[src/rtl/rfd_pkg.sv]
// Shared types and constants of the RPC frame deframer.
`timescale 1ns / 1ps

package rfd_pkg;

	localparam int unsigned BYTE_W     = 8;
	localparam int unsigned WORD_W     = 32;
	localparam int unsigned CFG_IDX_W  = 1;
	localparam int unsigned TDATA_W    = 48;
	localparam int unsigned TUSER_W    = 3;

	localparam logic [WORD_W-1:0] FRAME_OVERHEAD = 32'd26;
	localparam logic [WORD_W-1:0] WORD_BYTES     = 32'd4;
	localparam logic [WORD_W-1:0] MIN_FRAME_LEN  = 32'd5;
	localparam logic [WORD_W-1:0] END_OFFSET     = 32'd2;

	localparam logic [BYTE_W-1:0] START_MARKER_RESET = 8'd2;
	localparam logic [BYTE_W-1:0] END_MARKER_RESET   = 8'd3;

	typedef enum logic [CFG_IDX_W-1:0] {
		REG_START_MARKER = 1'b0,
		REG_END_MARKER   = 1'b1
	} cfg_reg_t;

	typedef enum logic [3:0] {
		PH_HUNT  = 4'd0,
		PH_LEN   = 4'd1,
		PH_IDLEN = 4'd2,
		PH_ID    = 4'd3,
		PH_MLEN  = 4'd4,
		PH_METH  = 4'd5,
		PH_ECODE = 4'd6,
		PH_ELEN  = 4'd7,
		PH_ETEXT = 4'd8,
		PH_PAY   = 4'd9,
		PH_CSUM  = 4'd10,
		PH_ENDB  = 4'd11
	} phase_t;

	typedef enum logic [2:0] {
		KIND_MSG_ID = 3'd0,
		KIND_METHOD = 3'd1,
		KIND_ETEXT  = 3'd2,
		KIND_PAYLOAD = 3'd3,
		KIND_DONE   = 3'd4
	} kind_t;

	typedef enum logic [1:0] {
		STAT_GOOD    = 2'd0,
		STAT_BAD_END = 2'd1,
		STAT_OVERRUN = 2'd2
	} status_t;

	typedef struct packed {
		logic              valid;
		logic [BYTE_W-1:0] data;
		kind_t             kind;
		logic [WORD_W-1:0] error_word;
		status_t           status;
		logic              last;
	} result_t;

endpackage

[src/rtl/rfd_core.sv]
// Frame walker: parser state and per-byte next-state and result logic.
`timescale 1ns / 1ps

module rfd_core (
	input  logic                   clk,
	input  logic                   arst_n,
	input  logic                   accept,
	input  logic [rfd_pkg::BYTE_W-1:0] in_byte,
	input  logic [rfd_pkg::BYTE_W-1:0] start_marker,
	input  logic [rfd_pkg::BYTE_W-1:0] end_marker,
	output rfd_pkg::result_t       res
);
	import rfd_pkg::*;

	typedef struct packed {
		phase_t            phase;
		logic [WORD_W-1:0] cnt;
	} lf_t;

	// next field after a finished data field, skipping empty ones
	function automatic lf_t leave_field(phase_t ph, logic ovr, logic [WORD_W-1:0] budget);
		lf_t r;
		r.phase = PH_ENDB;
		r.cnt   = '0;
		unique case (ph)
			PH_ID: begin
				r.phase = PH_MLEN;
				r.cnt   = WORD_BYTES;
			end
			PH_METH: begin
				r.phase = PH_ECODE;
				r.cnt   = WORD_BYTES;
			end
			PH_ETEXT: begin
				if (ovr || budget == '0) begin
					r.phase = PH_CSUM;
					r.cnt   = WORD_BYTES;
				end else begin
					r.phase = PH_PAY;
					r.cnt   = budget;
				end
			end
			PH_PAY: begin
				r.phase = PH_CSUM;
				r.cnt   = WORD_BYTES;
			end
			default: begin
				r.phase = PH_ENDB;
				r.cnt   = '0;
			end
		endcase
		return r;
	endfunction

	phase_t            phase_q, phase_d;
	logic [WORD_W-1:0] cnt_q, cnt_d;
	logic [WORD_W-1:0] ws_q, ws_d;
	logic [WORD_W-1:0] budget_q, budget_d;   // frame length - overhead - lengths so far
	logic [WORD_W-1:0] last_q, last_d;       // position of the end byte minus one
	logic [WORD_W-1:0] pos_q, pos_d;
	logic [WORD_W-1:0] err_q, err_d;
	logic              ovr_q, ovr_d;

	logic [WORD_W-1:0] word_d;
	logic [WORD_W-1:0] cnt_dec;
	logic [WORD_W-1:0] budget_sub;
	logic              len_ovr;
	phase_t            data_ph;
	lf_t               lf;

	assign word_d     = {ws_q[WORD_W-BYTE_W-1:0], in_byte};
	assign cnt_dec    = cnt_q - 1'b1;
	assign budget_sub = budget_q - word_d;
	assign len_ovr    = word_d > budget_q;

	always_comb begin
		unique case (phase_q)
			PH_IDLEN: data_ph = PH_ID;
			PH_MLEN:  data_ph = PH_METH;
			default:  data_ph = PH_ETEXT;
		endcase
	end

	always_comb begin
		phase_d  = phase_q;
		cnt_d    = cnt_q;
		ws_d     = ws_q;
		budget_d = budget_q;
		last_d   = last_q;
		pos_d    = pos_q;
		err_d    = err_q;
		ovr_d    = ovr_q;
		res      = '0;
		lf       = '0;
		if (accept) begin
			if (phase_q == PH_HUNT) begin
				if (in_byte == start_marker) begin
					pos_d   = '0;
					err_d   = '0;
					ovr_d   = 1'b0;
					phase_d = PH_LEN;
					cnt_d   = WORD_BYTES;
				end
			end else begin
				pos_d = pos_q + 1'b1;
				if (phase_q != PH_LEN && pos_q == last_q) begin
					res.valid      = 1'b1;
					res.kind       = KIND_DONE;
					res.error_word = err_q;
					res.last       = 1'b1;
					if (ovr_q || phase_q != PH_ENDB)
						res.status = STAT_OVERRUN;
					else if (in_byte != end_marker)
						res.status = STAT_BAD_END;
					else
						res.status = STAT_GOOD;
					phase_d = PH_HUNT;
				end else begin
					unique case (phase_q)
						PH_LEN, PH_IDLEN, PH_MLEN, PH_ECODE, PH_ELEN: begin
							ws_d  = word_d;
							cnt_d = cnt_dec;
							if (cnt_dec == '0) begin
								if (phase_q == PH_LEN) begin
									last_d   = word_d - END_OFFSET;
									budget_d = word_d - FRAME_OVERHEAD;
									ovr_d    = word_d < FRAME_OVERHEAD;
									if (word_d <= MIN_FRAME_LEN) begin
										res.valid      = 1'b1;
										res.kind       = KIND_DONE;
										res.error_word = err_q;
										res.status     = STAT_OVERRUN;
										res.last       = 1'b1;
										phase_d        = PH_HUNT;
									end else begin
										phase_d = PH_IDLEN;
										cnt_d   = WORD_BYTES;
									end
								end else if (phase_q == PH_ECODE) begin
									err_d   = word_d;
									phase_d = PH_ELEN;
									cnt_d   = WORD_BYTES;
								end else begin
									ovr_d    = ovr_q | len_ovr;
									budget_d = budget_sub;
									phase_d  = data_ph;
									cnt_d    = word_d;
									if (word_d == '0) begin
										lf      = leave_field(data_ph, ovr_q | len_ovr, budget_sub);
										phase_d = lf.phase;
										cnt_d   = lf.cnt;
									end
								end
							end
						end
						PH_ID, PH_METH, PH_ETEXT, PH_PAY: begin
							res.valid = 1'b1;
							res.data  = in_byte;
							unique case (phase_q)
								PH_ID:    res.kind = KIND_MSG_ID;
								PH_METH:  res.kind = KIND_METHOD;
								PH_ETEXT: res.kind = KIND_ETEXT;
								default:  res.kind = KIND_PAYLOAD;
							endcase
							cnt_d = cnt_dec;
							if (cnt_dec == '0) begin
								lf      = leave_field(phase_q, ovr_q, budget_q);
								phase_d = lf.phase;
								cnt_d   = lf.cnt;
							end
						end
						PH_CSUM: begin
							cnt_d = cnt_dec;
							if (cnt_dec == '0)
								phase_d = PH_ENDB;
						end
						default: begin
						end
					endcase
				end
			end
		end
	end

	always_ff @(posedge clk or negedge arst_n) begin
		if (!arst_n) begin
			phase_q  <= PH_HUNT;
			cnt_q    <= '0;
			ws_q     <= '0;
			budget_q <= '0;
			last_q   <= '0;
			pos_q    <= '0;
			err_q    <= '0;
			ovr_q    <= 1'b0;
		end else begin
			phase_q  <= phase_d;
			cnt_q    <= cnt_d;
			ws_q     <= ws_d;
			budget_q <= budget_d;
			last_q   <= last_d;
			pos_q    <= pos_d;
			err_q    <= err_d;
			ovr_q    <= ovr_d;
		end
	end

endmodule

[src/rtl/rpc_frame_deframer.sv]
// Top level of the RPC frame deframer: config registers, parser and output register.
`timescale 1ns / 1ps

// Takes one received byte per clock and emits at most one result per byte: each
// message id, method name, error text and payload byte tagged by kind in tuser,
// and a done transfer (tlast) carrying error code and status at the frame's end
// byte, or at the last length byte if the length is too short. The parser state
// updates in the cycle a byte is accepted and the result lands in a single output
// register; s_tready drops only while that register holds a result that m_tready
// is not taking, so the sustained rate is one byte per clock. Marker registers are
// written through the cfg channel, which is always ready.
module rpc_frame_deframer (
	input  logic                          clk,
	input  logic                          arst_n,
	input  logic                          s_tvalid,
	output logic                          s_tready,
	input  logic [rfd_pkg::BYTE_W-1:0]    s_tdata,   // [7:0] in_byte
	output logic                          m_tvalid,
	input  logic                          m_tready,
	output logic [rfd_pkg::TDATA_W-1:0]   m_tdata,   // [7:0] out_byte, [39:8] error_word,
	                                                 // [41:40] frame_status, [47:42] zero
	output logic [rfd_pkg::TUSER_W-1:0]   m_tuser,   // [2:0] field_kind
	output logic                          m_tlast,
	input  logic                          cfg_valid,
	output logic                          cfg_ready,
	input  logic [rfd_pkg::CFG_IDX_W-1:0] cfg_index,
	input  logic [rfd_pkg::BYTE_W-1:0]    cfg_data
);
	import rfd_pkg::*;

	logic [BYTE_W-1:0] start_marker_q;
	logic [BYTE_W-1:0] end_marker_q;
	logic              in_xfer;
	result_t           res;
	result_t           out_q;
	logic              out_valid_q;

	assign cfg_ready = 1'b1;
	assign s_tready  = !out_valid_q || m_tready;
	assign in_xfer   = s_tvalid && s_tready;

	always_ff @(posedge clk or negedge arst_n) begin
		if (!arst_n) begin
			start_marker_q <= START_MARKER_RESET;
			end_marker_q   <= END_MARKER_RESET;
		end else if (cfg_valid && cfg_ready) begin
			unique case (cfg_reg_t'(cfg_index))
				REG_START_MARKER: start_marker_q <= cfg_data;
				REG_END_MARKER:   end_marker_q   <= cfg_data;
			endcase
		end
	end

	rfd_core u_core (
		.clk          (clk),
		.arst_n       (arst_n),
		.accept       (in_xfer),
		.in_byte      (s_tdata),
		.start_marker (start_marker_q),
		.end_marker   (end_marker_q),
		.res          (res)
	);

	always_ff @(posedge clk or negedge arst_n) begin
		if (!arst_n) begin
			out_valid_q <= 1'b0;
		end else if (in_xfer) begin
			out_valid_q <= res.valid;
		end else if (m_tready) begin
			out_valid_q <= 1'b0;
		end
	end

	always_ff @(posedge clk) begin
		if (in_xfer && res.valid)
			out_q <= res;
	end

	assign m_tvalid = out_valid_q;
	assign m_tdata  = {{(TDATA_W-BYTE_W-WORD_W-2){1'b0}}, out_q.status,
		out_q.error_word, out_q.data};
	assign m_tuser  = out_q.kind;
	assign m_tlast  = out_q.last;

endmodule

[config.mk]
export PLATFORM = sky130hd
export DESIGN_NAME = rpc_frame_deframer
export DESIGN_NICKNAME = d
export VERILOG_FILES = /design/src/rtl/rfd_pkg.sv /design/src/rtl/rfd_core.sv /design/src/rtl/rpc_frame_deframer.sv
export SDC_FILE = /design/constraint.sdc
export NUM_CORES = 1
export LEC_CHECK = 0
export ABC_AREA = 1
export BUFFER_PORTS_ARGS = -buffer_cell sky130_fd_sc_hd__buf_2
export CAP_MARGIN = 30
export CORE_MARGIN = 2
export CORE_UTILIZATION = 63
export DETAILED_ROUTE_END_ITERATION = 12
export PLACE_DENSITY = 0.83
export SYNTH_ARGS = -nofsm -noshare
export SYNTH_HDL_FRONTEND = slang
export SYNTH_SLANG_ARGS = --single-unit
[constraint.sdc]
create_clock -name clk -period 5.4 [get_ports clk]
set_input_delay 0.27 -clock clk [delete_from_list [all_inputs] [get_ports clk]]
set_output_delay 0.27 -clock clk [all_outputs]
set_load 0.05 [all_outputs]
# Word-level counts from Yosys, hierarchy flattened
# Cells that the tools add are included.
# totals
wordCells	155
inputBits	22
register_bits	252
# op_classes
add_sub_neg	5
n_bitwise	6
muxes	63
reduce_logical	34
magnitude_cmp	3
eq_ne	27
# op_table
cell	count
$mux W32	19
$pmux W36 S4	2
$mux W38	4
$logic_not A32 Y1	4
$pmux W32 S3	1
$mux W47	2
$mux W34	2
$mux W4	9
$mux W35	1
$add A32 B1 Y32 const B	1
$eq A32 B32 Y1	1
$gt A32 B32 Y1	1
$le A32 B3 Y1 const B	1
$lt A32 B5 Y1 const B	1
$sub A32 B1 Y32 const B	1
$sub A32 B2 Y32 const B	1
$sub A32 B32 Y32	1
$sub A32 B5 Y32 const B	1
$reduce_and A6 Y1	4
$eq A4 B3 Y1 const B	5
$eq A4 B4 Y1 const B	5
$mux W8	2
$ne A4 B1 Y1 const B	4
$mux W1	14
other kinds (30)	51

# Logic depth before layout (Yosys ltp)
# Gate-level depths: netlist (run 1).
# depth
word_depth	12
mapped_depth	27
depth_no_buf	26

# By module
# Synthesis (run 1) repeated with hierarchy kept, for this count alone.
# unflattened
cells_unflattened	2720
hier_area_um2	18591.6
# modules_own_cells
module	seq_area_each_um2	instances	area_per_inst_um2	cells_each
rfd_core	4729.5	1	16427.0	2586
rpc_frame_deframer	1810.5	1	2164.6	134

# Least setup slack after synthesis (run 1)
# OpenSTA, ideal clock, no wires.
# synth_timing
path_kind	flip-flop to flip-flop
startpoint	register u_core.cnt_q[0]
endpoint	register out_q (netlist bit m_tdata[0]), enable pin
stages_incl_launch_ff	20
arrival_time_ns	3.474
path_slack_ns	1.525
n_path_buf	0
path_cell_list	dfrtp_1 inv_1 ha_1 nand2_2 nor2_4 inv_2 nor2_1 nand3_2 nor2_1 xor2_1 inv_1 nor3_1 nand2_1 nor2_4 nand2_2 inv_2 nand3_1 nand2_1 o21ai_0 inv_1
# synth_between
elab_chain_cells	8
# synth_lines
element	line_no	source
from (decl)	rfd_core.sv:56	logic [WORD_W-1:0] cnt_q, cnt_d;
from (signal assigned)	rfd_core.sv:197	cnt_q <= cnt_d;
$sub A32 B1 Y32	rfd_core.sv:72	assign cnt_dec = cnt_q - 1'b1;
$logic_not A32 Y1	rfd_core.sv:123	if (cnt_dec == '0) begin
$mux W1	rfd_core.sv:123	
$pmux W1 S2	rfd_core.sv:119	unique case (phase_q)
$mux W1	rfd_core.sv:106	if (phase_q != PH_LEN && pos_q == last_q) begin
$mux W47	rfd_core.sv:96	if (phase_q == PH_HUNT) begin
$mux W47	rfd_core.sv:95	if (accept) begin
$logic_and A1 B1 Y1	rpc_frame_deframer.sv:75	if (in_xfer && res.valid)
to (signal assigned)	rpc_frame_deframer.sv:76	out_q <= res;
to (decl)	rpc_frame_deframer.sv:35	result_t out_q;
# Every way passes these cells.
# A chain may end at the register's enable or synchronous reset.

# Final worst setup path (run 1)
# layout_timing
startpoint	register u_core.ws_q[16]
endpoint	register u_core.cnt_q[7]
# layout_between
elab_chain_cells	12
word_cells_on_any_way	17
# layout_lines
element	line_no	source
from (decl)	rfd_core.sv:57	logic [WORD_W-1:0] ws_q, ws_d;
from (signal assigned)	rfd_core.sv:198	ws_q <= ws_d;
$sub A32 B32 Y32 / $gt A32 B32 Y1 (equally long branches)	rfd_core.sv:73, rfd_core.sv:74	
$logic_not A32 Y1 / $or A1 B1 Y1 (equally long branches)	rfd_core.sv:35, rfd_core.sv:149	
$logic_or A1 B1 Y1	rfd_core.sv:35	if (ovr || budget == '0) begin
$mux W34	rfd_core.sv:35	
$pmux W36 S4	rfd_core.sv:25	unique case (ph)
$mux W32	rfd_core.sv:148	if (word_d == '0) begin
$mux W32	rfd_core.sv:139	end else if (phase_q == PH_ECODE) begin
$mux W32 (*)	rfd_core.sv:124	if (phase_q == PH_LEN) begin
$mux W32 (*)	rfd_core.sv:123	
$pmux W32 S3 (*)	rfd_core.sv:119	
$mux W32 (*)	rfd_core.sv:106	
$mux W32 (*)	rfd_core.sv:96	
# Every way passes the cells marked *; elsewhere a longest branch is shown, timed or not. The select of a mux whose other input is x is not followed.

==> results of run 1 <==
-- power groups by stage --
stage	clock network (mW)	registers [mW]	logic (mW)
6_report	2.06	2.91	5.92
5_1_grt	2.14	2.94	6.44
4_1_cts	2.05	2.88	5.71
3_5_place_dp	0	2.90	5.66
3_3_place_gp	0	2.87	5.54
2_1_floorplan	0	3.01	3.69
-- layout make-up --
type	instances	area share (%)
tap	378	2.40
clock inverter	13	0.935
multi-input combinational	2008	49.0
clock buffer	38	4.01
timing repair buffer	102	3.29
sequential	252	33.2
inverter	370	7.06
-- flip-flops by register name (all words and copies together), names as in the netlist --
register         count
u_core.cnt_q        32
u_core.ovr_q         1
m_tdata             42
m_tvalid             1
m_tlast              1
u_core.pos_q        32
end_marker_q         8
start_marker_q       8
m_tuser              3
u_core.err_q        32
u_core.phase_q       4
u_core.budget_q     32
u_core.ws_q         24
u_core.last_q       32
-- through the flow --
stage	worst slack, ns	utilization, %	area, um2
2_1_floorplan	1.53	-	18000
3_5_place_dp	0.742	66.8	18700
6_report	0.550	70.4	19700
3_3_place_gp	0.825	66.6	18600
4_1_cts	0.845	70.4	19700
5_1_grt	0.323	70.4	19700
-- kinds of logic (layout without fill, tap and decap cells) --
| kind of cell | count (synthesis) | count (layout) |
|---|---|---|
| simple gates | 1478 | 1478 |
| buf+inv | 473 | 523 |
| compound gates | 379 | 379 |
| flops | 252 | 252 |
| xor+xnor | 101 | 101 |
| fa+ha+maj | 40 | 40 |
| mux | 3 | 3 |
| other cells | 2 | 7 |
-- cells in the mapped netlist, types with 5 or more instances --
master / count / area share [%]
nor2_1: 324 / 6.8
inv_2: 6 / 0.13
o211ai_1: 5 / 0.21
o21ai_1: 24 / 0.67
buf_4: 11 / 0.46
o21ai_0: 210 / 5.8
ha_1: 39 / 2.7
inv_1: 362 / 7.5
xnor2_1: 26 / 1.3
edfxtp_1: 46 / 7.7
a21oi_1: 83 / 2.3
dfrtp_1: 203 / 28
xor2_1: 74 / 3.6
nand2_1: 844 / 18
nand4_1: 46 / 1.6
nor3_1: 40 / 1.1
nor4_1: 13 / 0.45
or2_2: 7 / 0.24
nand3b_1: 8 / 0.33
nand3_1: 179 / 5.0
o31ai_1: 34 / 1.4
o22ai_1: 6 / 0.21
clkbuf_1: 72 / 1.5
buf_2: 15 / 0.42
-- worst max-delay path: stages, from the launching register on --
cell and delay [ns]:
dfrtp_1 0.49, inv_1 0.24, ha_1 0.44, nand2_1 0.18, inv_1 0.05, nand2_1 0.06
nand2_1 0.10, nand2_1 0.08, nand3_1 0.10, a21oi_1 0.37, nand2_1 0.15, nand2_1 0.11
nand2_1 0.08, nand3_1 0.09, nor2_1 0.05, nand3_1 0.11, nand3_1 0.49, inv_1 0.21
nand2_1 0.34, o21ai_0 0.70, nand2_1 0.13, nand2_1 0.09, nand2_1 0.07, nand2_1 0.07
-- worst max-delay path by stage --
| stage | endpoint | slack (ns) | cells past startpoint |
|---|---|---|---|
| 2_1_floorplan | m_tdata[0]$_SDFFCE_PP0P_ | 1.53 | 19 |
| 3_3_place_gp | u_core.cnt_q[7]$_DFFE_PN0P_ | 0.83 | 23 |
| 3_5_place_dp | u_core.cnt_q[7]$_DFFE_PN0P_ | 0.74 | 23 |
| 4_1_cts | u_core.cnt_q[7]$_DFFE_PN0P_ | 0.84 | 23 |
| 5_1_grt | u_core.cnt_q[7]$_DFFE_PN0P_ | 0.32 | 23 |
| 6_report | u_core.cnt_q[7]$_DFFE_PN0P_ | 0.55 | 23 |
-- what timing repair did --
action | CTS | global route
hold buffers | 4 | 0
hold endpoints to repair | 83 | 0
gates resized for setup | 0 | 0
-- per-layer routing --
layer,track usage (%),up-vias
met1,55.4,8889
met2,68.3,1423
met5,0,-
met4,27.7,2
li1,-,8739
met3,9.85,368
==> impl_metrics.yaml, run 1 <==
sta:
  post-route-period-util_pct: 89.8
  maxSlewHeadroom_pct: 32.0
  setup_viol: 0
  timing.final.crit_period_ns: 4.85
  drv_slew: 0
  rsz0062_at_grt: "no"
  hold_viol: 0
  clock.fmax_ghz: 0.206
  tightest_slew_ns: 1.02
  hold_slack_ns: 0.00389
  fin_skew_ns: 0.0274
  setup_tns_ns: 0
power:
  p_total_mw: 10.9
  combPwrFrac_pct: 54.4
  seqPwrFrac_pct: 26.7
  clkPwrFrac_pct: 19.0
  internal-power_mw: 5.24
  swShare_pct: 51.9
  vdd_drop_max_mv: 0.358
  power_density_nw_per_um2: 554
  leakage_nw: 9.80
  p_sw_mw: 5.65
yosys:
  synth_xor_area_share_pct: 4.96
  postSynthAreaPerCell_um2: 6.60
  ys_seq_area_share_pct: 36.3
  async_flop_share_pct: 81.7
  yosys.area_share.simple_pct: 34.0
  ys_ff_latch: 252
  synth_mux_area_share_pct: 0.167
  synth_compound_area_share_pct: 11.4
  syn_area_um2: 18000
  yosys_warnings: 0
  synthCells: 2728
  synth_top_family_by_area: "simple AND/OR/NAND/NOR gates"
  synthAdderAreaFrac_pct: 2.82
  synth_edf_count: 46
  synth_cell_types: 55
  synth_top_flop_cell: "dfrtp_1"
floorplanning:
  io_pins: 77
  die_h_um: 173
  dieArea_um2: 29900
  initial_core_util_pct: 64.4
  rows: 61
  die_width_um: 173
  core_area_um2: 27900
placed_design:
  dp_hpwl_mm: 48.8
  placed_cells: 3106
  io_buffers: 69
  place_congestion: 1.12
detailed_routing:
  top_layer: "met5"
  vias_per_cell: 6.14
  wire_per_inst_um: 20.9
  wl_met2_mm: 28.7
  drc: 0
  wl_met3_mm: 8.01
  wl_mm: 66.0
  ant_nets: 0
  initialDrtViolationCount: 2605
  vias: 19400
  drt-met1-wl_mm: 23.9
  drt-pass1-iter-count: 7
clock_network:
  cts_tree: "done"
  numCtsBuffers: 28
  post_cts_buffers: 0
  cts.path.max_buffers: 3
  htreeDepth: 1
  clkSlewWorstSetupHoldPaths_ns: 0.07
  clock_latency_ns: 0.57
  clockRootBuffer: "clkbuf_16"
  numClockSinks: 252
run_status:
  run_status: "finished clean"
global_route:
  grt_max_degree: 125
  grt_overflow: 0
  antenna_found_initial: 1
  grt_pass1_vias: 18400
  grt_pass1_wl_mm: 103
  grt_usage_pct: 43.9
setup_path:
  r2r-end: "u_core.cnt_q[7]$_DFFE_PN0P_"
  crit_type: "reg2reg"
  reg2regPathDepth: 23
  worst_setup_path_end_kind: "register"
  worstSetupStartpointType: "register"
  crit_path_start: "u_core.ws_q[16]$_DFFE_PN0P_"
  reg2reg_slack_ns: 0.55
  cp.arrival_ns: 5.35
  cp_data_required_time_ns: 5.90
  r2r-start: "u_core.ws_q[16]$_DFFE_PN0P_"
  path_max_fanout: 19
final_layout:
  instances_no_fill: 3161
  final-seq-area_um2: 6540
  drive_gt1_share_pct: 6.36
  final_nets: 2824
  num-fill-cells: 2380
  final_common_cell: "nand2_1"
  layout_common_cells: "nand2_1, inv_1, nor2_1"
  n_antenna_cell: 0
  multi_input_area_um2: 9650
  area_growth_pct: 9.28
hold_path:
  worstHoldStart: "cfg_data[2]"
  hp-class: "in2reg"
  holdPathEnd: "start_marker_q[2]$_DFFE_PN0P_"
  worstHoldPathCells: 3
run:
  maxCapViolations: 0
No activity file was read; power rests on OpenSTA's default activity.
==> run 2: changes to the inputs <==
==> constraint.sdc (replaced) <==
create_clock -name clk -period 5.3 [get_ports clk]
set_input_delay 0.265 -clock clk [delete_from_list [all_inputs] [get_ports clk]]
set_output_delay 0.265 -clock clk [all_outputs]
set_load 0.05 [all_outputs]
==> run 2 against run 1 <==
Net effect: die area did not move; critical path depth fell by 5; clock skew fell by 0.0020 ns; critical endpoint is now u_core.err_q[7]$_DFFE_PN0P_; largest cell class unchanged; highest routed layer is now met4.
==> impl_metrics.yaml, run 2 (same netlist as run 1, synthesis figures left out) <==
hold_path:
  worstHoldPathCells: 3
  holdPathEnd: "u_core.ws_q[7]$_DFFE_PN0P_"
  worstHoldStart: "s_tdata[7]"
  hp-class: "in2reg"
clock_network:
  cts.path.max_buffers: 3
  clockRootBuffer: "clkbuf_16"
  cts_tree: "done"
  numCtsBuffers: 28
  clock_latency_ns: 0.59
  clkSlewWorstSetupHoldPaths_ns: 0.06
  htreeDepth: 1
  cts.repair.resized: 0
  numClockSinks: 252
setup_path:
  r2r-start: "u_core.cnt_q[0]$_DFFE_PN0P_"
  r2r-end: "u_core.err_q[7]$_DFFE_PN0P_"
  critPathBufInv: 4
  cp_data_required_time_ns: 5.72
  slowest_delay_ns: 0.58
  crit_type: "reg2reg"
  cp_common_cell: "nor2_1"
  crit_path_start: "u_core.cnt_q[0]$_DFFE_PN0P_"
  crit_slowest_cell: "o31ai_1"
  path_cells: "inv_1 > nand3_1 > nor2_1 > nand2_1 > nor2_1 > nand4_1 > nor2_1 > xnor2_1 > inv_1 > nor3_1 > nand2_1 > nor2_4 > buf_4 > nand2_2 > buf_4 > nand2_2 > nand3_4 > o31ai_1"
  cp.arrival_ns: 4.91
  reg2reg_slack_ns: 0.82
  worstSetupStartpointType: "register"
  worst_setup_path_end_kind: "register"
  path_max_fanout: 64
  critical-path-top-delay-family: "simple AND/OR/NAND/NOR gates"
  reg2regPathDepth: 18
placed_design:
  io_buffers: 69
  dp_hpwl_mm: 49.7
  placed_cells: 3108
  place_congestion: 1.09
  place_area_um2: 18700
sta:
  drv_slew: 0
  fin_skew_ns: 0.0255
  hold_slack_ns: 0.0436
  setup_viol: 0
  tightest_slew_ns: 0.952
  clock.fmax_ghz: 0.223
  hold_viol: 0
  maxSlewHeadroom_pct: 36.5
  rsz0062_at_grt: "no"
  timing.final.crit_period_ns: 4.48
  post-route-period-util_pct: 84.6
  setup_tns_ns: 0
detailed_routing:
  wl_mm: 67.2
  wire_per_inst_um: 21.2
  vias_per_cell: 6.11
  drt-pass1-iter-count: 7
  drc: 0
  initialDrtViolationCount: 2894
  ant_nets: 0
  vias: 19400
global_route:
  grt_pass1_wl_mm: 104
  busiest_layer: "met2"
  grt_max_degree: 132
  antenna_found_initial: 0
  met3_usage_pct: 10.5
  use_met1_pct: 55.6
  grt_usage_pct: 44.3
  grt_overflow: 0
  met2_usage_pct: 69.3
  grt_pass1_vias: 18300
power:
  power_density_nw_per_um2: 568
  leakage_nw: 9.84
  vdd_drop_max_mv: 0.329
floorplanning:
  rows: 61
  core_area_um2: 27900
  dieArea_um2: 29900
  initial_core_util_pct: 64.4
  die_h_um: 173
  io_pins: 77
  die_width_um: 173
final_layout:
  final_common_cell: "nand2_1"
  n_antenna_cell: 0
  instances_no_fill: 3169
  num-fill-cells: 2297
  design_area_um2: 19800
  drive_gt1_share_pct: 6.41
  final_nets: 2831
  area_growth_pct: 9.86
  layout_common_cells: "nand2_1, inv_1, nor2_1"
  largest_register_ffs: 42
run_status:
  run_status: "finished clean"
run:
  maxCapViolations: 0
-- run 2: metrics by stage --
| stage | utilization (%) | power, mW | setup slack (ns) |
|---|---|---|---|
| after detailed placement | 66.9 | 8.79 | 1.03 |
| after global placement | 66.7 | 8.64 | 1.08 |
| final | 70.8 | 11.2 | 0.818 |
| after CTS | 70.8 | 11.0 | 0.968 |
| after global routing | 70.8 | 11.8 | 0.487 |
| after floorplan | - | 6.83 | 1.43 |
-- run 2: area by class of cell --
class | count | area (um2) | area share, %
multi-input cells | 2008 | 9650 | 48.8
flip-flops and latches | 252 | 6540 | 33.1
inverters | 370 | 1390 | 7.02
clock buffers | 35 | 747 | 3.78
repair buffers | 109 | 729 | 3.69
well taps | 378 | 473 | 2.39
clock inverters | 17 | 250 | 1.27
-- run 2: worst max path at each step --
stage               slack (ns)  cells after the start                          end
global placement          1.08                     19  u_core.cnt_q[6]$_DFFE_PN0P_
detailed placement        1.03                     19    m_tdata[40]$_SDFFCE_PP0P_
finish                    0.82                     18  u_core.err_q[7]$_DFFE_PN0P_
floorplan                 1.43                     19     m_tdata[0]$_SDFFCE_PP0P_
global route              0.49                     18  u_core.err_q[7]$_DFFE_PN0P_
CTS                       0.97                     18  u_core.err_q[7]$_DFFE_PN0P_
-- run 2: worst reg2reg max path, stage by stage (launching register included) --
cell and delay, ns:
dfrtp_1 0.40, inv_1 0.14, nand3_1 0.17, nor2_1 0.20, nand2_1 0.17, nor2_1 0.16
nand4_1 0.18, nor2_1 0.24, xnor2_1 0.24, inv_1 0.14, nor3_1 0.15, nand2_1 0.11
nor2_4 0.11, buf_4 0.29, nand2_2 0.10, buf_4 0.27, nand2_2 0.14, nand3_4 0.50
o31ai_1 0.62
-- run 2: repair_timing --
item | CTS | global route
hold endpoints to repair | 86 | 0
setup buffers | 0 | 0
hold buffers | 9 | 0
-- run 2: routing by layer --
layer	wire [um]	vias to the layer above	share of wire, %
met5	0	-	0
met4	5290	0	7.9
met3	7960	348	12
met2	29600	1421	44
met1	24400	8818	36
li1	-	8765	-
-- run 2: where the power goes --
group          total, mW  switching [mW]  internal [mW]
combinational       6.12            4.47           1.66
sequential          2.97           0.522           2.45
clock               2.14           0.883           1.25
